$ cat src/rtl/rmq_pkg.sv
// shared constants and types for the rotation matrix to quaternion block
`default_nettype none
package rmq_pkg;

	localparam int FRAC_BITS_DEF = 16;
	localparam int QUEUE_DEPTH = 4;
	localparam int FIELD_W = 18;
	// width of a sum or difference of two elements
	localparam int D_W = FIELD_W + 1;

	typedef enum logic [1:0] {
		PATH_X = 2'd0,
		PATH_Y = 2'd1,
		PATH_Z = 2'd2,
		PATH_W = 2'd3
	} path_t;

	// path, then the three off-diagonal combinations in component order
	localparam int SIDE_W = 2 + 3 * D_W;

endpackage
`default_nettype wire

$ cat src/rtl/rmq_queue.sv
// short queue between the front end and the arithmetic back end
`default_nettype none
module rmq_queue import rmq_pkg::*; #(
	parameter int W = 8,
	parameter int DEPTH = QUEUE_DEPTH,
	localparam int AW = (DEPTH > 1) ? $clog2(DEPTH) : 1
) (
	input  wire logic clk,
	input  wire logic arst_n,
	input  wire logic push,
	input  wire logic [W-1:0] wdata,
	input  wire logic pop,
	output logic [W-1:0] rdata,
	output logic full,
	output logic empty
);

	logic [W-1:0] mem [DEPTH];
	logic [AW-1:0] wptr_q, rptr_q;
	logic [AW:0] count_q;

	assign full = (count_q == (AW+1)'(DEPTH));
	assign empty = (count_q == '0);
	assign rdata = mem[rptr_q];

	always_ff @(posedge clk) begin
		if (push) begin
			mem[wptr_q] <= wdata;
		end
	end

	always_ff @(posedge clk or negedge arst_n) begin
		if (!arst_n) begin
			wptr_q <= '0;
			rptr_q <= '0;
			count_q <= '0;
		end else begin
			if (push) begin
				wptr_q <= (wptr_q == AW'(DEPTH - 1)) ? '0 : wptr_q + 1'b1;
			end
			if (pop) begin
				rptr_q <= (rptr_q == AW'(DEPTH - 1)) ? '0 : rptr_q + 1'b1;
			end
			if (push && !pop) begin
				count_q <= count_q + 1'b1;
			end else if (pop && !push) begin
				count_q <= count_q - 1'b1;
			end
		end
	end

	a_count_bound: assert property (@(posedge clk) disable iff (!arst_n)
		count_q <= (AW+1)'(DEPTH)) else $error("queue count beyond depth");
	a_push_lands: assert property (@(posedge clk) disable iff (!arst_n)
		push |=> !empty) else $error("transfer into queue lost");
	a_no_pop_empty: assert property (@(posedge clk) disable iff (!arst_n)
		pop |-> !empty) else $error("pop from empty queue");

endmodule
`default_nettype wire

$ cat config.mk
export PLATFORM = sky130hd
export DESIGN_NAME = rmq_queue
export DESIGN_NICKNAME = d
export VERILOG_FILES = /design/src/rtl/rmq_pkg.sv /design/src/rtl/rmq_queue.sv
export SDC_FILE = /design/constraint.sdc
export NUM_CORES = 1
export LEC_CHECK = 0
export CELL_PAD_IN_SITES_DETAIL_PLACEMENT = 0
export CELL_PAD_IN_SITES_GLOBAL_PLACEMENT = 2
export CORE_AREA = 2 2 51 72
export DETAILED_ROUTE_END_ITERATION = 8
export DIE_AREA = 0 0 53 74
export DONT_BUFFER_PORTS = 1
export MAX_ROUTING_LAYER = met4
export PLACE_DENSITY_LB_ADDON = 0.1
export REMOVE_ABC_BUFFERS = 1
export SYNTH_ARGS = -nofsm -noshare
export SYNTH_HDL_FRONTEND = slang
export SYNTH_SLANG_ARGS = --single-unit
$ cat constraint.sdc
create_clock -name clk -period 2.9 [get_ports clk]
set_input_delay 0.435 -clock clk [delete_from_list [all_inputs] [get_ports clk]]
set_output_delay 0.435 -clock clk [all_outputs]
set_load 0.005 [all_outputs]
== Word level (Yosys, flattened, before mapping) ==
Memories as Yosys holds them, arrays and structs flattened.
Cells that the tools add are included.

* Register bits after elaboration: 7
* Output and inout port bits: 10
* Input bits: 12
* Memory bits (writable): 32
* Memories: 1
* Word-level logic and storage cells: 23

* Reductions and logical operators: 6
* $add $sub $neg: 4
* Equal/unequal tests: 3
* Muxes and demuxes: 6

{| class="wikitable"
|+ Memories
! name !! depth !! bits a word !! read ports !! clocked after Yosys merged registers in !! wr ports !! line !! source
|-
| mem || 4 || 8 || 1 || 0 || 1 || rmq_queue.sv:18 || <nowiki>logic [W-1:0] mem [DEPTH];</nowiki>
|}

{| class="wikitable"
|+ Operators by type and width
! kind !! number
|-
| $mux W3 || 2
|-
| $add A2 B1 Y2 const B || 2
|-
| $eq A2 B2 Y1 const B || 2
|-
| $mux W2 || 2
|-
| $add A3 B1 Y3 const B || 1
|-
| $eq A3 B3 Y1 const B || 1
|-
| $logic_not A3 Y1 || 1
|-
| $sub A3 B1 Y3 const B || 1
|-
| $logic_and A1 B1 Y1 || 2
|-
| $logic_not A1 Y1 || 2
|-
| $mux W1 || 2
|-
| $reduce_bool A2 Y1 || 1
|}

== Logic depth before layout (Yosys ltp) ==
* Depth in word-level cells: 4
* Mapped depth: 7
* Depth with buffers taken out: 7

== Worst setup path before layout ==
No wires, ideal clock.

* Kind: input -> register
* Start point: in pop
* End point: reg count_q[2]
* Arrival time: 1.421 ns
* Path buffers: 0
* Data required time: 2.821 ns
* Setup time: 0.079 ns
* Cell stages on the path: 7
* Path slack: 1.400 ns
* Cell sequence: inv_1 ha_1 inv_1 fa_1 xor2_1 nor2_1 xor2_1

* Word-level cells in the longest chain between the ends: 3
* Elaborated cells between the ends (all ways): 5
* Those cells by class: mux: 1; reduce/logical: 4

{| class="wikitable"
|+ Ends and longest elaborated chain
! what !! line !! source
|-
| start, declared || rmq_queue.sv:12 || <nowiki>input wire logic pop,</nowiki>
|-
| $logic_not A1 Y1 || rmq_queue.sv:44 || <nowiki>if (push && !pop) begin</nowiki>
|-
| $logic_and A1 B1 Y1 || rmq_queue.sv:44 ||
|-
| $mux W3 / $reduce_bool A2 Y1 (equally long branches) || n/a ||
|-
| end signal, assigned || rmq_queue.sv:45 || <nowiki>count_q <= count_q + 1'b1;</nowiki>
|-
| end signal, assigned || rmq_queue.sv:47 || <nowiki>count_q <= count_q - 1'b1;</nowiki>
|-
| end, declared || rmq_queue.sv:20 || <nowiki>logic [AW:0] count_q;</nowiki>
|}

Parallel ways exist; a longest one is shown, timed or not.
A chain may end at the register's enable or synchronous reset.

== Final worst setup path ==
* Start point: reg rptr_q[0]
* End point: out rdata[6]

* Word-level cells in the longest chain between the ends: 1

{| class="wikitable"
|+ Ends and longest elaborated chain
! what !! line !! source
|-
| start, declared || rmq_queue.sv:19 || <nowiki>logic [AW-1:0] wptr_q, rptr_q;</nowiki>
|-
| start signal, assigned || rmq_queue.sv:42 || <nowiki>rptr_q <= (rptr_q == AW'(DEPTH - 1)) ? '0 : rptr_q + 1'b1;</nowiki>
|-
| $mem_v2 Z4 W8 || n/a ||
|-
| end, declared || rmq_queue.sv:13 || <nowiki>output logic [W-1:0] rdata,</nowiki>
|}

Every way passes these cells.

==> flow_summary.toml <==
[clock_network]
ctsResizeCount = 0
clk_latency_ns = 0.29
clkTransAtPathRegs_ns = 0.07
cts-hold-fix-buffers = 1
cts.sinks = 39
clk_path_buf_depth = 2
cts_tree = "yes"
root_buffer = "clkbuf_8"
cts_setup_buffers = 0
cts_made_buffers = 5
htree_levels = 2

[timing]
tns_ns = 0
relSlewSlack_pct = 60.4
min_period_over_period_pct = 70.5
holdWs_ns = 0.238
tightest_slew_ns = 0.594
finalCriticalPeriod_ns = 2.05
setup_viol = 0
slew_viol_final = 0
hold_violations = 0
skew_ns = 0.00502
rsz0062_at_grt = "false"
setup_slack_ns = 0.855
fmax_ghz = 0.489

[die]
rows = 25
die_area_sq_mm = 0.00392
initial_utilization_pct = 47.8
fp.dieW_microns = 53
die_h_microns = 74
io_pins = 22
core-area_sq_mm = 0.00328

[global_routing]
grt_pass1_wl_microns = 3590
use_met3_pct = 6.22
first_global_vias = 736
gr-max-usage-layer = "met2"
grt_use_total_pct = 14.3
grt_util_met2_pct = 23.3
grt-ovfl-total = 0
antenna_found_initial = 0
grt_start_max_net_pins = 13
grtUsageMet1_pct = 14.1

[detailed_routing]
wl_per_cell_microns = 17.4
drt_iter0_markers = 15
routed_via_density = 5.37
drc = 0
wirelength_microns = 2200
num_vias = 677
firstDrtPassIters = 2
ant_nets = 0

[setup_path]
max_stage_delay_ns = 0.72
critPathMaxFanout = 11
worst_path_max_delay_cell = "dfrtp_1"
crit_buf_inv = 0
path_cells = "mux4_2"
arrival_ns = 1.61
cp_top_family = "flip-flops"
reg2reg_from = "rptr_q[0]"
cp_data_required_time_ns = 2.47
rr_worst_depth = 2
r2r_setup_slack_ns = 1.48
critPathCaptureType = "output port"
path_class = "reg2out"
crit_path_start_kind = "flop"
reg2reg_to = "rptr_q[1]"

[logic_synthesis]
synth.most_common_cell = "edfxtp_1"
syn_avg_cell_area_sq_um = 19.9
synth_top_area_share_pct = 61.2
synthCells = 79
ys_ff_latch = 39
synth_area_sq_mm = 0.00157
synth-main-ff-cell = "edfxtp_1"
async_flop_share_pct = 17.9
ys.warnings.count = 0
ys_top_cells_by_area = "edfxtp_1 61%, mux4_2 11%, dfrtp_1 11%, ha_1 4.8%, mux2_2 2.2%"
synth_commonest_cells = "32 x edfxtp_1, 8 x mux4_2, 7 x dfrtp_1"
yosysTopAreaCell = "edfxtp_1"
synth_edf_count = 32
yosysSeqAreaShare_pct = 72.4
yosysUniqueCellTypes = 18

[cells_and_area]
num-nets-final = 104
syn2layout_area_growth_pct = 8.61
drive_above_1_share_pct = 20.9
n_antenna_cell = 0
layoutNonFillerInstCount = 126
fin_area_sq_mm = 0.00171
fin_util_pct = 51.9

[place]
place_hpwl_microns = 1580
post-place-ws_ns = 1.12
place_congestion = 0.634
place_area_sq_mm = 0.00160
dp.cells = 117
io_buffers = 0

[worst_hold_path]
hold_end = "wptr_q[1]"
hold_start = "push"
hold_path_depth = 1
min_path_type = "in2reg"

[run]
drv_cap = 0

[power]
cellLeakagePower_nw = 0.600
powerDensity_mw_per_mm2 = 905
power_mw = 1.54
ir_worst_vdd_mv = 0.510

[status]
status = "completed"
## cells by family after synthesis
| kind of cell | count (synthesis) | share of synthesized area [%] |
|---|---|---|
| AOI/OAI and AO/OA | 2 | 0.637 |
| xor gates and xnor gates | 3 | 1.67 |
| adders and majority gates | 7 | 6.06 |
| buffers and inverters | 7 | 2.23 |
| DFF | 39 | 72.4 |
| muxes | 11 | 13.6 |
| and+or+nand+nor | 10 | 3.43 |
## flip-flops by register name, summed over array words and instances, names as in the netlist
signal / cells
wptr_q: 2
count_q: 3
rptr_q: 2
mem: 32
## final cells by class
class	instances	area (sq um)
Timing Repair Buffer	1	10.0
Fill cell	290	1580
Sequential cell	39	1140
Inverter	5	18.8
Tap cell	40	50.0
Clock buffer	7	86.3
Clock inverter	1	5.00
Multi-Input combinational cell	33	399
## worst max-delay path by stage
stage	startpoint	end	slack, ns	depth (start not counted)
floorplan	rptr_q[0]	rdata[0]	1.28	1
global placement	rptr_q[0]	rdata[2]	1.15	1
detailed placement	rptr_q[0]	rdata[6]	1.12	1
CTS	rptr_q[0]	rdata[6]	0.80	1
global route	rptr_q[0]	rdata[4]	0.72	1
finish	rptr_q[0]	rdata[6]	0.85	1
## layer usage
layer	share of wire [%]	wire length, microns	vias to the layer above
li1	-	-	310
met1	37	806	342
met2	53	1170	18
met3	7.1	156	7
met4	2.9	63	0
met5	0	0	-
## power by group
part | leakage (nW) | internal [mW] | switching (mW)
Clock | 0.0482 | 0.192 | 0.172
Combinational | 0.175 | 0.191 | 0.138
Sequential | 0.377 | 0.737 | 0.114
Total | 0.600 | 1.12 | 0.424
## layout by cell type (no fill, tap or decap)
| cell type | instances |
|---|---|
| nor2_1 | 2 |
| clkbuf_1 | 1 |
| xnor2_1 | 1 |
| dlygate4sd3_1 | 1 |
| nand2_1 | 1 |
| dfrtp_1 | 7 |
| clkbuf_8 | 6 |
| mux4_2 | 8 |
| nor3b_1 | 1 |
| edfxtp_1 | 32 |
| fa_1 | 1 |
| mux2_2 | 3 |
| clkinv_2 | 1 |
| and2_1 | 4 |
| nor3_1 | 1 |
| o21ai_0 | 2 |
| inv_1 | 5 |
| nand3_1 | 1 |
| ha_1 | 6 |
| xor2_1 | 2 |
(Power assumes the default switching activity.)
