`src/rtl/rmq_pkg.sv`:
```
// shared constants and types for the rotation matrix to quaternion block
`default_nettype none
package rmq_pkg;

	localparam int FRAC_BITS_DEF = 16;
	localparam int QUEUE_DEPTH = 4;
	localparam int FIELD_W = 18;
	// width of a sum or difference of two elements
	localparam int D_W = FIELD_W + 1;

	typedef enum logic [1:0] {
		PATH_X = 2'd0,
		PATH_Y = 2'd1,
		PATH_Z = 2'd2,
		PATH_W = 2'd3
	} path_t;

	// path, then the three off-diagonal combinations in component order
	localparam int SIDE_W = 2 + 3 * D_W;

endpackage
`default_nettype wire

```
`src/rtl/rmq_front.sv`:
```
// front end: trace, path choice, radicand and off-diagonal combinations
`default_nettype none
module rmq_front import rmq_pkg::*; #(
	parameter int F = FRAC_BITS_DEF,
	localparam int RW = ((F + 1 > 20) ? F + 1 : 20) + 2,
	localparam int UW = RW - 1
) (
	input  wire logic signed [FIELD_W-1:0] r00,
	input  wire logic signed [FIELD_W-1:0] r01,
	input  wire logic signed [FIELD_W-1:0] r02,
	input  wire logic signed [FIELD_W-1:0] r10,
	input  wire logic signed [FIELD_W-1:0] r11,
	input  wire logic signed [FIELD_W-1:0] r12,
	input  wire logic signed [FIELD_W-1:0] r20,
	input  wire logic signed [FIELD_W-1:0] r21,
	input  wire logic signed [FIELD_W-1:0] r22,
	output logic [UW+SIDE_W-1:0] item
);

	localparam logic signed [RW-1:0] ONE_S = RW'(64'd1 << F);

	logic signed [RW-1:0] tr, rad;
	logic signed [D_W-1:0] d0, d1, d2;
	logic [UW-1:0] rad_u;
	path_t path;

	assign tr = RW'(r00) + RW'(r11) + RW'(r22);

	always_comb begin
		if (tr > 0) begin
			path = PATH_W;
			rad = ONE_S + tr;
			d0 = D_W'(r21) - D_W'(r12);
			d1 = D_W'(r02) - D_W'(r20);
			d2 = D_W'(r10) - D_W'(r01);
		end else if (r00 > r11 && r00 > r22) begin
			path = PATH_X;
			rad = ONE_S + RW'(r00) - RW'(r11) - RW'(r22);
			d0 = D_W'(r01) + D_W'(r10);
			d1 = D_W'(r20) + D_W'(r02);
			d2 = D_W'(r21) - D_W'(r12);
		end else if (r11 > r22) begin
			path = PATH_Y;
			rad = ONE_S + RW'(r11) - RW'(r00) - RW'(r22);
			d0 = D_W'(r01) + D_W'(r10);
			d1 = D_W'(r12) + D_W'(r21);
			d2 = D_W'(r02) - D_W'(r20);
		end else begin
			path = PATH_Z;
			rad = ONE_S + RW'(r22) - RW'(r00) - RW'(r11);
			d0 = D_W'(r02) + D_W'(r20);
			d1 = D_W'(r12) + D_W'(r21);
			d2 = D_W'(r10) - D_W'(r01);
		end
	end

	// radicand below one lsb is clamped to one lsb
	assign rad_u = (rad < 1) ? UW'(1) : rad[UW-1:0];
	assign item = {rad_u, path, d0, d1, d2};

endmodule
`default_nettype wire

```
`config.mk`:
```
export PLATFORM = sky130hd
export DESIGN_NAME = rmq_front
export DESIGN_NICKNAME = d
export VERILOG_FILES = /design/src/rtl/rmq_pkg.sv /design/src/rtl/rmq_front.sv
export SDC_FILE = /design/constraint.sdc
export NUM_CORES = 1
export LEC_CHECK = 0
export BUFFER_PORTS_ARGS = -buffer_cell sky130_fd_sc_hd__buf_2
export CAP_MARGIN = 20
export CELL_PAD_IN_SITES_DETAIL_PLACEMENT = 2
export CELL_PAD_IN_SITES_GLOBAL_PLACEMENT = 2
export CORE_UTILIZATION = 35
export DETAILED_ROUTE_END_ITERATION = 8
export PLACE_DENSITY_LB_ADDON = 0.1
export RECOVER_POWER = 25
export SLEW_MARGIN = 20
export SYNTH_ARGS = -nofsm -noshare
export SYNTH_HDL_FRONTEND = slang
export SYNTH_SLANG_ARGS = --single-unit
```
`constraint.sdc`:
```
create_clock -name vclk -period 10.6
set_clock_uncertainty 0.05 [all_clocks]
set_input_delay 2.12 -clock vclk [all_inputs]
set_output_delay 2.12 -clock vclk [all_outputs]
set_load 0.01 [all_outputs]
```
# == Word-level counts from Yosys, hierarchy flattened ==
# Cells that the tools add are included.
# W data, S select, Z words.
# word_totals
regBits,0
output_inout_bits,80
wordCells,39
# op_classes
add_sub_neg,18
n_lt_le_gt_ge,5
muxes,15
reduce_logical,1
# ops
cell,n
$mux W19,8
$add A18 B18 Y19,4
$mux W22,3
$sub A20 B18 Y21,3
$sub A19 B18 Y20,3
$add A18 B18 Y19 const A,3
$sub A18 B18 Y19,3
$gt A18 B18 Y1,3
$lt A22 B2 Y1 const B,1
$add A18 B20 Y21 const A,1
$mux W21,1
$add A19 B18 Y20,1
$gt A20 B1 Y1 const B,1
$mux W2,3
$logic_and A1 B1 Y1,1

# == Depth between registers and ports, before layout ==
# Gate-level depths: netlist of the first run.
# logic_depth
ltp_word,8
depth_mapped,24
depth_no_buf,22

# == Worst setup path before layout of the first run ==
# Ideal clock, no wire load.
# synth_path
kind,input to output
from,in r00[3]
to,out item[60]
t_arrival_ns,6.833
slack_ns,1.597
stages,23
path_buffers,2
cell_sequence,inv_1 fa_1 inv_1 ha_1 and3_1 o311a_1 nor3_4 o211ai_4 a211oi_4 a21oi_1 xnor2_1 inv_1 ha_1 nand4_1 nor2_1 a41o_1 buf_2 o21ai_0 nand4b_1 a2111oi_2 ha_1 clkbuf_1 nor3_1
# synth_via
elab_chain_cells,7
word_cells_on_any_way,19
cone_classes,add/sub: 10; order compare: 4; mux: 4; reduce/logical: 1
# synth_lines
element,line,text
from (decl),rmq_front.sv:8,"input wire logic signed [FIELD_W-1:0] r00,"
"$add A18 B18 Y19, or another cell as far along",rmq_front.sv:38,rad = ONE_S + RW'(r00) - RW'(r11) - RW'(r22);
"$sub A19 B18 Y20, or another cell as far along",rmq_front.sv:38,
$sub A20 B18 Y21 / $mux W22 (equally long branches),"rmq_front.sv:38, rmq_front.sv:42",
$mux W22,rmq_front.sv:36,end else if (r00 > r11 && r00 > r22) begin
$mux W22 (*),rmq_front.sv:30,if (tr > 0) begin
$lt A22 B2 Y1,rmq_front.sv:58,assign rad_u = (rad < 1) ? UW'(1) : rad[UW-1:0];
$mux W21 (*),rmq_front.sv:58,
to (decl),rmq_front.sv:17,output logic [UW+SIDE_W-1:0] item
# Mark *: on every way between the ends. The rest lies on a longest branch, timed or not.

# == Worst setup path in the final report of the first run ==
# layout_path
from,in r00[3]
to,out item[21]
# layout_via
elab_chain_cells,4
word_cells_on_any_way,8
cone_classes,add/sub: 2; order compare: 3; mux: 2; reduce/logical: 1
# layout_lines
element,line
$add A18 B18 Y19 / $gt A18 B18 Y1 (equally long branches),"rmq_front.sv:27, rmq_front.sv:36"
$add A19 B18 Y20 / $logic_and A1 B1 Y1 (equally long branches),"rmq_front.sv:27, rmq_front.sv:36"
$gt A20 B1 Y1 / $mux W19 (equally long branches),"rmq_front.sv:30, rmq_front.sv:36"
$mux W19 (*),rmq_front.sv:30
# Marks and branches as above.

==> summary.md, run 1 <==
| Metric | Value |
|---|---|
| Mapped Cells | approximately 1900 |
| Die ar. | 42200 sq um |
| Avg WL per Cell | roughly 21 um |
| Final setup fails | 0 |
| Maximum vdd ir drop | roughly 0.061 mV |
| GR Util met2 | between 50% and 60% |
| Met3 Usage GRT | 2.45% |
| Synth cell types | 86 |
| Die height | 205 um |
| Worst EP required | approximately 8400 ps |
| Hold buffer count at CTS | 0 |
| Slew HR | between 30% and 40% |
| Initial antenna violation count | 9 |
| Static Leak | a little over 8 nW |
| First-pass GRT wire length | just under 90 mm |
| Mapped Nets | between 2000 and 2500 |
| Register area | 0 sq um |
| Core ar. | a little over 40000 sq um |
| Status | finished clean |
| Die width | ~210 um |
| 1st-pass router iterations | 5 |
| # IOs | roughly 240 |
| Initial DRC count | slightly above 500 |
| Critical path class | primary input to output port |
| Setup crit end kind | output port |
| Pwr Density | 123 nW/um^2 |
| Routability cong. | slightly below 0.9 |
| Met1 Use GR | a little under a third |
| Worst Max-Slew Pin Slew | 961 ps |
| Crit path time final | approximately 10000 ps |
| Fmax | 100 MHz |
| Maxcap violations | 0 |
| Busiest grt layer | met2 |
| Total Routing Usage GR | about a quarter |
| Congestion Overflow GR | 0 |
| Setup TNS | 0 ps |
| Share of layout cells above drive strength 1 | between 10% and 20% |
| HP Class | primary input to output port |
| Crit share post-route | between 90% and 100% |
| Proportion of synthesized area in mux cells | between 2 and 2.5% |
| Synth Area in Compound Gates | between 20% and 30% |
| Vias per inst | roughly 5.5 |
| Final core area utilization | roughly two fifths |
| Adder-Cell Fraction of Synth Area | 40.6% |
| Vias | between 10000 and 15000 |
| # rows | between 70 and 80 |
| Mapped cell area | between 10000 and 15000 sq um |
| CP Max Fanout | 77 |
| Data arrival, critical path | 7810 ps |
| Vias in the first global route | between 15000 and 20000 |
| Simple-Gate Fraction of Synth Area | 17.5% |
| Final antenna-violating net count | 0 |
| Area Growth Syn to Fin | 12.3% |
| Hpwl dp | approximately 50 mm |
| Nature of the critical path startpoint | primary input |
| Nets | 2690 |
| RSZ-0062 raised after global routing | no |
| Clock buffers | 0 |
| Largest family of logic cells by synthesized area | adder cells |
| Total Routed Length | about 57 mm |
| PortBufs | between 200 and 250 |
| CTS resizes | 0 |
| Post-CTS setup buffers | 0 |
| Drt drc | 0 |
| Seq_cells | 0 |
| Seq/Total Area, Yosys | 0% |
| Syn avg cell area | between 7 and 8 sq um |
| Pin count of the biggest net entering global routing | between 70 and 80 |
| Xor/xnor share of the synthesized area | under 10% |
| Final hold vios | 0 |
| Total power | roughly 0.002 W |
| Initial core utilization | a little over a third |
| Synth warn | 0 |
| Slew Limit Fails | 0 |
where the power goes:
group	leakage (nW)	internal, W	switching [W]
Sequential	0	0	0
Combinational	8.09	0.000763	0.00124
Clock	0.00000634	0.0000000000128	0
layer usage:
layer  vias to the layer above  share of wire, %
met4                        16               2.2
met3                        58               2.6
met5                         -              0.21
met2                       191                52
li1                       6977                 -
met1                      7188                43
worst max-delay path, cell delays in order:
cell and delay [ps]:
buf_2 160, inv_1 140, fa_1 560, inv_1 110, ha_1 370, and3_1 180
o311a_1 380, nor3_4 220, o211ai_4 150, a211oi_4 310, a21oi_1 130, xnor2_1 300
inv_1 140, ha_1 220, nand4_1 90, nor2_1 80, a41oi_1 420, buf_4 700
nor2_1 310, a221o_1 360, a2bb2oi_1 170, buf_2 160
cell type report:
| cell class | instances | area [sq um] |
|---|---|---|
| diodes | 1 | 2.50 |
| repair buffers | 259 | 1350 |
| multi-input cells | 1620 | 13400 |
| well taps | 532 | 666 |
| inverters | 228 | 856 |
| fillers | 4959 | 24600 |
per-stage QoR:
step                area (sq um)  setup WS, ps  hold WS, ps  cells
floorplan                  14500          1600         4430   1906
global placement           16300           720         4670   2639
detailed placement         16300           642         4680   2639
CTS                        16300           629         4680   2639
global route               16200           167         4720   2640
finish                     16200           623         4670   2640
cells in the mapped netlist (22+ instances only):
cell type,instances,area share (%)
a211oi_1,26,1.3
a21o_1,31,1.6
a21oi_1,143,4.9
a31oi_1,25,1.1
clkbuf_1,38,0.99
fa_1,84,12
ha_1,335,29
inv_1,227,5.9
nand2_1,118,3.1
nand2b_1,26,1.1
nand3_1,31,1.1
nor2_1,152,3.9
nor2b_1,37,1.6
nor3_1,46,1.6
o21ai_0,104,3.6
o21bai_1,24,1.2
o22ai_1,22,0.95
xnor2_1,97,5.9
xor2_1,43,2.6
path summary, 6_finish.rpt:
| path | start | end | slack (ps) | cells past startpoint |
|---|---|---|---|---|
| setup / recovery | r00[3] | item[21] | 620 | 22 |
| hold / removal | r12[0] | item[38] | 4670 | 4 |
cells by family after synthesis:
kind of cell | Yosys count
multiplexers | 30
XOR/XNOR | 140
buffers and inverters | 286
AO/OA/AOI/OAI | 523
adder cells (fa/ha/maj) | 419
AND/OR/NAND/NOR | 508
cell usage in the layout, fill, tap and decap left out, types with 37 or more instances in the layout:
cell type,count
nor2b_1,37
o21ai_0,104
xnor2_1,97
fa_1,84
ha_1,335
nand2_1,118
a21oi_1,143
buf_2,230
xor2_1,43
nor3_1,46
inv_1,227
nor2_1,152
Note: power is estimated with default switching activity, not from simulation.
==> inputs of run 2 (changes only) <==
--- a/config.mk
+++ b/config.mk
@@ -11,6 +11,7 @@
 export CELL_PAD_IN_SITES_GLOBAL_PLACEMENT = 2
 export CORE_UTILIZATION = 35
 export DETAILED_ROUTE_END_ITERATION = 8
+export GPL_TIMING_DRIVEN = 0
 export PLACE_DENSITY_LB_ADDON = 0.1
 export RECOVER_POWER = 25
 export SLEW_MARGIN = 20
==> run 2 against run 1 <==
First-iteration DRC count is 11% higher. Power is 4.0% higher. Hold slack worse by 1.6 ps. Critical path type unchanged.
==> summary.md, run 2 (synthesized netlist as in run 1, its figures left out) <==
| Metric | Value |
|---|---|
| Status | finished clean |
| Nets | 2731 |
| Routability cong. | between 0.8 and 0.9 |
| Total Routing Usage GR | between 20% and 30% |
| First-pass GRT wire length | about 91 mm |
| Final hold vios | 0 |
| Area of the multi-input gates | about 13000 sq um |
| Most common cell after layout, fill and taps aside | ha_1 |
| Die width | 205 um |
| Static Leak | around 8 nW |
| Sw power | around 0.0013 W |
| Die ar. | around 42000 sq um |
| Crit path time final | just over 10000 ps |
| Slew Limit Fails | 0 |
| HP Start | r12[0] |
| Critical path class | primary input to output port |
| Met3 Usage GRT | 2.25% |
| Worst EP required | roughly 8400 ps |
| Int Pwr | slightly below 0.0008 W |
| Clock share of power | 0% |
| Hpwl dp | 52.5 mm |
| PortBufs | 242 |
| Combinational power share | 100.0% |
| Post-CTS setup buffers | 0 |
| Maxcap violations | 0 |
| Register area | 0 sq um |
| Setup ws final | 251 ps |
| HP Class | primary input to output port |
| Seq_cells | 0 |
| Drt drc | 0 |
| # rows | 74 |
| Nature of the critical path startpoint | primary input |
| Busiest grt layer | met2 |
| Number of fill cells | between 4000 and 5000 |
| Share of layout cells above drive strength 1 | between 10% and 20% |
| CTS resizes | 3 |
| Avg WL per Cell | roughly 22 um |
| Data arrival, critical path | between 8000 and 9000 ps |
| Pwr Density | around 130 nW/um^2 |
| Total Routed Length | 58.7 mm |
| Hold endpoint | item[19] |
| Sequential power share | 0% |
| Initial antenna violation count | 8 |
| Congestion Overflow GR | 0 |
| Met1 Use GR | between 30% and 40% |
| Switching share of power | a little over three fifths |
| Final antenna-violating net count | 0 |
| Crit share post-route | between 90% and 100% |
| Slew HR | approximately a third |
| Pin count of the biggest net entering global routing | 11 |
| Final core area utilization | roughly 40% |
| Fmax | about 97 MHz |
| # IOs | around 240 |
| CP Max Fanout | 10 |
| Initial core utilization | a little over a third |
| Hold Path Depth | 4 |
| Area Growth Syn to Fin | 13.5% |
| GR Util met2 | between 50% and 60% |
| Final setup fails | 0 |
| Vias | roughly 15000 |
| Maximum vdd ir drop | between 0.05 and 0.06 mV |
| Pre-CTS setup slack | -256 ps |
| Die height | roughly 210 um |
| Setup crit end kind | output port |
| Most frequent cells in the layout | ha_1, buf_2, inv_1, nor2_1, a21oi_1 |
| Clock buffers | 0 |
| 1st-pass router iterations | 4 |
| Core ar. | 40800 sq um |
| Initial DRC count | between 500 and 600 |
| Worst Max-Slew Pin Slew | around 1000 ps |
| Vias per inst | ~5.5 |
| Hold buffer count at CTS | 0 |
| Vias in the first global route | 16294 |
## run 2: cell types whose count changed in the layout (fill, tap and decap cells not counted), sizes merged
cell,delta
clkbuf,+29
buf,+12
diode,+3
## run 2: worst max-delay path by stage
stage,startpoint,end,slack [ps],cells after the start
after floorplan,r00[3],item[60],1600,23
after global placement,r00[17],item[68],-130,18
after detailed placement,r00[3],item[68],-260,24
after CTS,r00[3],item[75],-20,24
after global routing,r00[3],item[68],-20,25
final,r00[3],item[68],250,24
## run 2: through the flow
step / area, sq um / std cells / setup TNS, ps / total power [W] / hold WS, ps
final: 16400 / 2684 / 0 / 0.00208 / 4670
after global routing: 16400 / 2682 / -48.1 / 0.00227 / 4710
after CTS: 16400 / 2680 / -42.6 / 0.00207 / 4670
after detailed placement: 16300 / 2680 / -887 / 0.00205 / 4670
after global placement: 16300 / 2680 / -162 / 0.00199 / 4660
after floorplan: 14500 / 1906 / 0 / 0.00129 / 4430
## run 2: layout make-up
class | count | share of cell area, %
multi-input combinational | 1620 | 81.8
inverter | 228 | 5.21
antenna | 4 | 0.0610
buffer | 58 | 1.50
tap | 532 | 4.05
timing repair buffer | 242 | 7.38
## run 2: critical path, stage by stage
cell	delay, ps
buf_2	160
inv_1	140
fa_1	580
inv_1	120
ha_1	360
and3_1	180
o311a_1	390
nor3_4	230
o211ai_4	160
a211oi_4	370
a21oi_1	170
xnor2_2	240
inv_1	120
ha_1	240
nand4_1	100
nor2_1	90
a41oi_4	430
buf_4	310
nand4_1	160
a2111oi_2	380
ha_1	300
clkbuf_2	260
a211oi_2	360
buf_2	200
## run 2: power groups by stage
stage / sequential [W] / clock (W) / combinational (W)
floorplan: 0 / 0 / 0.00129
global placement: 0 / 0 / 0.00199
detailed placement: 0 / 0 / 0.00205
CTS: 0 / 0 / 0.00207
global route: 0 / 0.0000000000253 / 0.00227
finish: 0 / 0.0000000000506 / 0.00208
## run 2: metal layers
layer | part of all wire, % | vias up
met5 | 0.11 | -
met2 | 51 | 257
li1 | - | 7073
met4 | 4.2 | 10
met1 | 42 | 7230
met3 | 2.6 | 100
==> inputs of run 3 (changes only) <==
--- a/config.mk
+++ b/config.mk
@@ -14,6 +14,7 @@
 export GPL_TIMING_DRIVEN = 0
 export PLACE_DENSITY_LB_ADDON = 0.1
 export RECOVER_POWER = 25
+export SETUP_SLACK_MARGIN = 0.3
 export SLEW_MARGIN = 20
 export SYNTH_ARGS = -nofsm -noshare
 export SYNTH_HDL_FRONTEND = slang
==> run 3 against run 2 <==
Sequential share of layout area did not move. Highest routed layer unchanged. Via count rose by 0.29%. Combinational power about the same. Core utilization up 0.12 points. Design area rose by 0.30%. Worst setup slack better by 42 ps. Die area unchanged. Flip-flop and latch count unchanged. Count of clock-buffer cells in the layout did not move. Wire length is 0.41% higher. Critical path depth fell by 6. Largest cell class unchanged. Non-clock buffer count up 4.
==> summary.md, run 3 (synthesized netlist as in run 1, its figures left out) <==
| Metric | Value |
|---|---|
| Seq_cells | 0 |
| Congestion Overflow GR | 0 |
| Nets | around 2700 |
| Vias in the first global route | between 15000 and 20000 |
| PortBufs | 242 |
| Post-route insts no fill | between 2000 and 3000 |
| Final antenna-violating net count | 0 |
| CP Max Fanout | 10 |
| Maxcap violations | 0 |
| Final hold vios | 0 |
| CP dominant cell by count | buf_2 |
| Setup ws final | 293 ps |
| Critical path class | primary input to output port |
| Crit share post-route | a little over nine tenths |
| Pwr Density | between 100 and 150 nW/um^2 |
| Initial antenna violation count | 8 |
| # rows | 74 |
| Register area | 0 sq um |
| Die ar. | approximately 42000 sq um |
| Routability cong. | just under 0.9 |
| Number of fill cells | 4859 |
| Sequential power share | 0% |
| # IOs | around 240 |
| Status | finished clean |
| Int Pwr | 0.000784 W |
| Final hold slack | 4670 ps |
| Die height | slightly above 200 um |
| Share of layout cells above drive strength 1 | 14.5% |
| Crit path time final | 10310 ps |
| Core ar. | between 40000 and 50000 sq um |
| First-pass GRT wire length | just over 90 mm |
| Worst path cell trace | buf_2 > inv_1 > ha_1 > nor4_1 > nand4_1 > nor4b_1 > a211oi_1 > nand3_2 > clkbuf_1 > buf_2 > a21oi_1 > nor3_1 > nand4_1 > a2111oi_0 > ha_1 > clkbuf_4 > a211oi_4 > buf_2 |
| Slew HR | between 30% and 40% |
| Avg WL per Cell | about 22 um |
| Vias per inst | about 5.5 |
| Buffers & Inverters on Critical Path | 6 |
| Hpwl dp | around 53 mm |
| Most common cell after layout, fill and taps aside | ha_1 |
| HP Start | r12[0] |
| Worst Max-Slew Pin Slew | 989 ps |
| Drt drc | 0 |
| Most frequent cells in the layout | ha_1, buf_2, inv_1, nor2_1, a21oi_1 |
| Max incr delay on CP | around 890 ps |
| Die width | between 200 and 250 um |
| Maximum vdd ir drop | roughly 0.054 mV |
| HP Class | primary input to output port |
| CP max-delay cell | nor4b_1 |
| Final setup fails | 0 |
| RSZ-0062 raised after global routing | no |
| Slew Limit Fails | 0 |
| Setup crit end kind | output port |
| Final core area utilization | around 40% |
| Placed insts | approximately 2700 |
| Pin count of the biggest net entering global routing | 11 |
| Worst EP required | about 8400 ps |
| Initial core utilization | ~35% |
| Pre-CTS setup slack | -256 ps |
| Nature of the critical path startpoint | primary input |
| Combinational power share | 100.0% |
| Switching share of power | 62.7% |
| Hold buffer count at CTS | 0 |
| Sw power | between 0.001 and 0.0015 W |
| Worst path top cell family by delay | simple AND/OR/NAND/NOR gates |
| Total power | 0.00210 W |
| Area of the multi-input gates | 13500 sq um |
| 1st-pass router iterations | 4 |
| Hold Path Depth | 4 |
| Static Leak | slightly above 8 nW |
| Total Routed Length | approximately 59 mm |
| Vias | 14712 |
| CP Launch Point | r00[9] |
| Data arrival, critical path | approximately 8000 ps |
| Clock buffers | 0 |
| Total Routing Usage GR | between 20% and 30% |
| Fmax | approximately 97 MHz |
| Hold endpoint | item[19] |
| Initial DRC count | between 500 and 600 |
| Area Growth Syn to Fin | 13.8% |
| Clock share of power | 0% |
==> run 3: worst max path at each step <==
| stage | to | slack (ps) | depth (start not counted) |
|---|---|---|---|
| finish | item[68] | 290 | 18 |
| global route | item[27] | 170 | 23 |
| CTS | item[60] | 330 | 25 |
| detailed placement | item[68] | -260 | 24 |
| global placement | item[68] | -130 | 18 |
| floorplan | item[60] | 1600 | 23 |
==> run 3: layout make-up <==
cell class                 count  area share [%]
multi-input combinational   1620            81.7
timing repair buffer         246            7.50
inverter                     228            5.20
tap                          532            4.04
buffer                        58            1.50
antenna                        4          0.0608
==> run 3: stage by stage <==
stage	area (sq um)	TNS, ps
after floorplan	14500	0
after global placement	16300	-162
after detailed placement	16300	-887
after CTS	16400	0
after global routing	16500	0
final	16500	0
==> run 3: power groups by stage <==
stage	clock network, W	logic, W	registers [W]
CTS	0	0.00209	0
global route	0.0000000000253	0.00229	0
finish	0.0000000000506	0.00210	0
detailed placement	0	0.00205	0
floorplan	0	0.00129	0
global placement	0	0.00199	0
==> run 3: layer usage <==
metal	track usage [%]	part of all wire [%]	vias up
li1	-	-	7071
met1	32.2	42	7290
met2	52.2	51	243
met3	2.19	2.6	98
met4	11.0	4.2	10
met5	0	0.11	-
==> run 3: repair_timing <==
item	in CTS	in global routing
pin swaps	3	4
resized for setup	16	13
setup buffers	1	3
endpoints found under the setup margin	23	20
